File: config.mk
export PLATFORM = sky130hd
export DESIGN_NAME = tnmh_ctrl
export DESIGN_NICKNAME = d
export VERILOG_FILES = /design/src/rtl/tnmh_pkg.sv /design/src/rtl/tnmh_ctrl.sv
export SDC_FILE = /design/constraint.sdc
export NUM_CORES = 1
export LEC_CHECK = 0
export ABC_AREA = 0
export BUFFER_PORTS_ARGS = -buffer_cell sky130_fd_sc_hd__buf_4
export CAP_MARGIN = 40
export CORE_AREA = 2 2 39 41
export CTS_CLUSTER_SIZE = 12
export DETAILED_ROUTE_END_ITERATION = 10
export DIE_AREA = 0 0 41 43
export PLACE_DENSITY = 0.71
export REMOVE_ABC_BUFFERS = 1
export SYNTH_ARGS = -nofsm -noshare
export SYNTH_HDL_FRONTEND = slang
export SYNTH_SLANG_ARGS = --single-unit
File: constraint.sdc
create_clock -name aclk -period 3.2 [get_ports aclk]
set_input_delay 0.64 -clock aclk [delete_from_list [all_inputs] [get_ports aclk]]
set_output_delay 0.64 -clock aclk [all_outputs]
set_load 0.05 [all_outputs]
File: src/rtl/tnmh_pkg.sv
// Shared constants, types and control structs for the top-N min-heap core.
package tnmh_pkg;

    localparam int HEAP_DEPTH = 512;
    localparam int ADDR_W     = $clog2(HEAP_DEPTH);
    localparam int SIZE_W     = ADDR_W + 1;
    localparam int DATA_W     = 32;
    localparam int CFG_W      = 10;
    localparam int RIDX_W     = 9;
    localparam int OP_W       = 2;

    localparam logic [CFG_W-1:0] HEAP_SIZE_RESET = CFG_W'(512);

    localparam logic [OP_W-1:0] OP_OFFER   = 2'd0;
    localparam logic [OP_W-1:0] OP_READ    = 2'd1;
    localparam logic [OP_W-1:0] OP_RESTART = 2'd2;

    typedef enum logic [3:0] {
        ST_IDLE,
        ST_DECODE,
        ST_RD_WAIT,
        ST_HLOAD,
        ST_HCAP,
        ST_SIFT_RD,
        ST_SIFT_CMP,
        ST_SIFT_END,
        ST_DONE
    } state_t;

    typedef struct packed {
        logic latch_in;
        logic fill_wr;
        logic set_built;
        logic heap_init;
        logic sift_start;
        logic restart;
        logic rd_issue;
        logic rd_capture;
        logic load_read_k;
        logic cap_held;
        logic kid_issue;
        logic leaf_wr;
        logic child_step;
        logic k_dec;
        logic load_out;
    } cmd_t;

    typedef struct packed {
        logic [OP_W-1:0] op;
        logic            built;
        logic            fill_last;
        logic            size_ge2;
        logic            greater;
        logic            kid_ok;
        logic            child_lt;
        logic            k_zero;
        logic            heapify;
    } status_t;

endpackage

File: src/rtl/tnmh_ctrl.sv
// Controller: operation sequencing, heapify and sift-down walk, result handshake.
module tnmh_ctrl (
    input  logic              aclk,
    input  logic              aresetn,
    input  logic              s_valid,
    output logic              s_ready,
    output logic              m_valid,
    input  logic              m_ready,
    input  tnmh_pkg::status_t status,
    output tnmh_pkg::cmd_t    cmd
);

    tnmh_pkg::state_t state_reg, state_next;
    logic             m_valid_reg, m_valid_next;
    logic             out_free;

    assign out_free = !m_valid_reg || m_ready;

    always_comb begin
        state_next = state_reg;
        unique case (state_reg)
            tnmh_pkg::ST_IDLE: begin
                if (s_valid) begin
                    state_next = tnmh_pkg::ST_DECODE;
                end
            end
            tnmh_pkg::ST_DECODE: begin
                unique case (status.op)
                    tnmh_pkg::OP_OFFER: begin
                        if (!status.built && status.fill_last && status.size_ge2) begin
                            state_next = tnmh_pkg::ST_HLOAD;
                        end else if (status.built && status.greater) begin
                            state_next = tnmh_pkg::ST_SIFT_RD;
                        end else begin
                            state_next = tnmh_pkg::ST_DONE;
                        end
                    end
                    tnmh_pkg::OP_READ: state_next = tnmh_pkg::ST_RD_WAIT;
                    default:           state_next = tnmh_pkg::ST_DONE;
                endcase
            end
            tnmh_pkg::ST_RD_WAIT: state_next = tnmh_pkg::ST_DONE;
            tnmh_pkg::ST_HLOAD:   state_next = tnmh_pkg::ST_HCAP;
            tnmh_pkg::ST_HCAP:    state_next = tnmh_pkg::ST_SIFT_RD;
            tnmh_pkg::ST_SIFT_RD: begin
                state_next = status.kid_ok ? tnmh_pkg::ST_SIFT_CMP : tnmh_pkg::ST_SIFT_END;
            end
            tnmh_pkg::ST_SIFT_CMP: begin
                state_next = status.child_lt ? tnmh_pkg::ST_SIFT_RD : tnmh_pkg::ST_SIFT_END;
            end
            tnmh_pkg::ST_SIFT_END: begin
                if (status.heapify && !status.k_zero) begin
                    state_next = tnmh_pkg::ST_HLOAD;
                end else begin
                    state_next = tnmh_pkg::ST_DONE;
                end
            end
            tnmh_pkg::ST_DONE: begin
                if (out_free) begin
                    state_next = tnmh_pkg::ST_IDLE;
                end
            end
            default: state_next = tnmh_pkg::ST_IDLE;
        endcase
    end

    always_comb begin
        cmd          = '0;
        s_ready      = 1'b0;
        m_valid_next = m_valid_reg && !m_ready;
        unique case (state_reg)
            tnmh_pkg::ST_IDLE: begin
                s_ready      = 1'b1;
                cmd.latch_in = s_valid;
            end
            tnmh_pkg::ST_DECODE: begin
                unique case (status.op)
                    tnmh_pkg::OP_OFFER: begin
                        cmd.fill_wr    = !status.built;
                        cmd.set_built  = !status.built && status.fill_last;
                        cmd.heap_init  = !status.built && status.fill_last && status.size_ge2;
                        cmd.sift_start = status.built && status.greater;
                    end
                    tnmh_pkg::OP_READ:    cmd.rd_issue = 1'b1;
                    tnmh_pkg::OP_RESTART: cmd.restart  = 1'b1;
                    default: ;
                endcase
            end
            tnmh_pkg::ST_RD_WAIT: cmd.rd_capture  = 1'b1;
            tnmh_pkg::ST_HLOAD:   cmd.load_read_k = 1'b1;
            tnmh_pkg::ST_HCAP:    cmd.cap_held    = 1'b1;
            tnmh_pkg::ST_SIFT_RD: begin
                // leaf reached: the held word settles here
                cmd.kid_issue = status.kid_ok;
                cmd.leaf_wr   = !status.kid_ok;
            end
            tnmh_pkg::ST_SIFT_CMP: begin
                cmd.child_step = status.child_lt;
                cmd.leaf_wr    = !status.child_lt;
            end
            tnmh_pkg::ST_SIFT_END: begin
                cmd.k_dec = status.heapify && !status.k_zero;
            end
            tnmh_pkg::ST_DONE: begin
                if (out_free) begin
                    cmd.load_out = 1'b1;
                    m_valid_next = 1'b1;
                end
            end
            default: ;
        endcase
    end

    always_ff @(posedge aclk) begin
        if (!aresetn) begin
            state_reg   <= tnmh_pkg::ST_IDLE;
            m_valid_reg <= 1'b0;
        end else begin
            state_reg   <= state_next;
            m_valid_reg <= m_valid_next;
        end
    end

    assign m_valid = m_valid_reg;

`ifndef SYNTHESIS
    a_one_in_flight: assert property (@(posedge aclk) disable iff (!aresetn)
        (s_valid && s_ready) |=> !s_ready)
        else $error("second word taken while one is in progress");

    a_result_from_done: assert property (@(posedge aclk) disable iff (!aresetn)
        $rose(m_valid) |-> $past(state_reg == tnmh_pkg::ST_DONE))
        else $error("result raised outside completion");

    a_done_waits: assert property (@(posedge aclk) disable iff (!aresetn)
        (state_reg == tnmh_pkg::ST_DONE && m_valid && !m_ready)
        |=> (state_reg == tnmh_pkg::ST_DONE))
        else $error("result overwritten while stalled");
`endif

endmodule

==> impl_metrics.toml <==
[clock_network]
clk_path_buf_depth = 2
clk_latency_ns = 0.25
cts.clk_slew.worst_paths_ns = 0.04
htree_levels = 1
postCtsSetupBuffers = 0
cts_tree = "done"
cts_hold_buf = 0
cts_buffers = 3
ctsResizeCount = 0
cts.sinks = 5
root_buffer = "clkbuf_4"

[die]
die-area_sq_um = 1760
start_util_pct = 35.6
fp.dieH_um = 43
die_x_um = 41
core_area_sq_um = 1380
pin_count = 31
fp-row-count = 14

[worst_setup_path]
slowest_stage = "or4b_4"
crit_family = "simple AND/OR/NAND/NOR gates"
crit_required_ns = 2.56
cp_data_arrival_time_ns = 1.94
critical_path.startpoint = "state_reg[0]$_SDFFE_PN0P_"
cp-start-kind = "register"
cp_slowest_stage_delay_ns = 0.57
crit_path_max_fanout = 13
r2r_start = "state_reg[0]$_SDFFE_PN0P_"
path_depth = 4
r2r_cells = 4
critPathBufInv = 1
cp-end-kind = "primary output"
crit_chain = "or4b_4 > nor4_4 > and3_1 > buf_4"
worstSetupPathType = "reg -> out"

[synthesis]
async_reset_ff_share_pct = 0
ys_top_cells_by_area = "dfxtp_1 (20%), nor2b_1 (6.3%), nand2b_1 (5.1%)"
avgSynthCellArea_sq_um = 7.36
yosysWarnings = 0
ys_ff_latch = 5
synth_cells = 67
yosysMostFrequentCell = "nor2_1"
synth_top_area_cell = "dfxtp_1"
synth_ff_type = "dfxtp_1"
synth_cell_types = 29
yosysTopAreaCellShare_pct = 20.3
seq_area_frac_synth_pct = 20.3
synth-edff-count = 0
synth_commonest_cells = "nor2_1 (6), dfxtp_1 (5), nand2_1 (5), nor2b_1 (5), nor3_1 (5)"
synth_area_sq_um = 493

[final_layout]
fin_area_sq_um = 748
fin_nets = 112
post-route-util_pct = 54.1
syn2layout_area_growth_pct = 51.8
fill_cells = 134
largest_reg_flops = 4
drive_gt1_share_pct = 40.2
seq_area_sq_um = 100
multi_input_area_sq_um = 362
n_antenna_cell = 0

[place]
place_area_sq_um = 722
portBuffers = 30
dp_hpwl_um = 1080
globalplace.congestion = 0.782

[min_path]
hold_path_startpoint = "m_valid$_SDFF_PN0_"
min_path_cells = 3
hold_class = "reg -> reg"

[route]
drt_wl_total_um = 1310
drt-vias-per-instance = 5.27
routedWlPerCell_um = 11.6
dr.pass1.iters = 4
vias = 595
drtAntennaViolNets = 0
dr.first_iter.drc_count = 16
drc = 0

[timing]
min_period_over_period_pct = 80.7
max_slew_margin_pct = 69.0
hold_viol_final = 0
worstMarginPinSlew_ns = 0.460
layout_min_cycle_time_ns = 2.58
max_clock_freq_mhz = 387
fin_skew_ns = 0.00254
drv_slew = 0
rsz0062_at_grt = "false"
final-setup-viol-count = 0

[global_route]
antenna_found_initial = 0
grt_max_degree = 15
grt_use_total_pct = 16.9
grt_pass1_vias = 466
grt-ovfl-total = 0
grt_pass1_wl_um = 2010

[power_and_ir_drop]
p_leak_nw = 0.333
power.density_nw_per_um2 = 338
irDropWorstVdd_mv = 0.159

[outcome]
status = "completed"

[flow_run]
cap_violations = 0
cell families (layout without fill, tap and decap cells):
kind of cell	count (synthesis)	in the layout	share of synthesized area, %
AO/OA/AOI/OAI	12	12	18.5
XOR/XNOR	1	1	1.78
buffers and inverters	8	38	6.34
flip-flops	5	5	20.3
AND/OR/NAND/NOR	41	41	53.0
layer usage:
metal	GRT usage (%)	part of all wire, %
met3	3.14	9.2
met4	10.0	2.2
met2	25.3	47
met1	21.4	42
met5	0	0
metrics by stage:
stage	cells	setup WS [ns]	setup TNS (ns)	total power [mW]	hold WS, ns
final	113	0.616	0	0.253	0.632
after global routing	113	0.452	0	0.268	0.665
after CTS	113	0.600	0	0.254	0.632
after detailed placement	109	0.873	0	0.179	0.626
after global placement	109	0.890	0	0.178	0.618
after floorplan	63	-0.0273	-0.0273	0.141	0.585
where the power goes:
part	switching, mW	internal (mW)
clock network	0.0275	0.0472
logic	0.0618	0.0393
registers	0.0101	0.0666
total	0.0994	0.153
worst min-delay path, stage by stage, from the launching register on:
cell	delay (ns)
dfxtp_1	0.30
nor2b_1	0.14
nor2_1	0.10
nor2_1	0.04
cell type report:
| class | instances | share of cell area [%] |
|---|---|---|
| repair buffers | 30 | 30.1 |
| well taps | 16 | 2.68 |
| flip-flops and latches | 5 | 13.4 |
| inverters | 4 | 2.01 |
| multi-input cells | 54 | 48.3 |
| clock buffers | 4 | 3.51 |
cell usage in the layout (no fill, tap or decap), drive strengths merged, types with 2 or more instances in the layout:
| cell type | n |
|---|---|
| buf | 30 |
| nor3b | 2 |
| dfxtp | 5 |
| nor4 | 4 |
| nor2 | 6 |
| nand3 | 3 |
| nor2b | 5 |
| and3 | 2 |
| clkbuf | 4 |
| nor3 | 6 |
| nand2b | 4 |
| a21oi | 3 |
| o21ai | 2 |
| and2 | 2 |
| nand2 | 5 |
| inv | 4 |
worst paths after layout:
kind                               end  slack, ns
max                            cmd[11]       0.62
min                 m_valid$_SDFF_PN0_       0.63
max reg2reg  state_reg[2]$_SDFFE_PN0P_       1.43
min reg2reg         m_valid$_SDFF_PN0_       0.63
(Power assumes the default switching activity.)
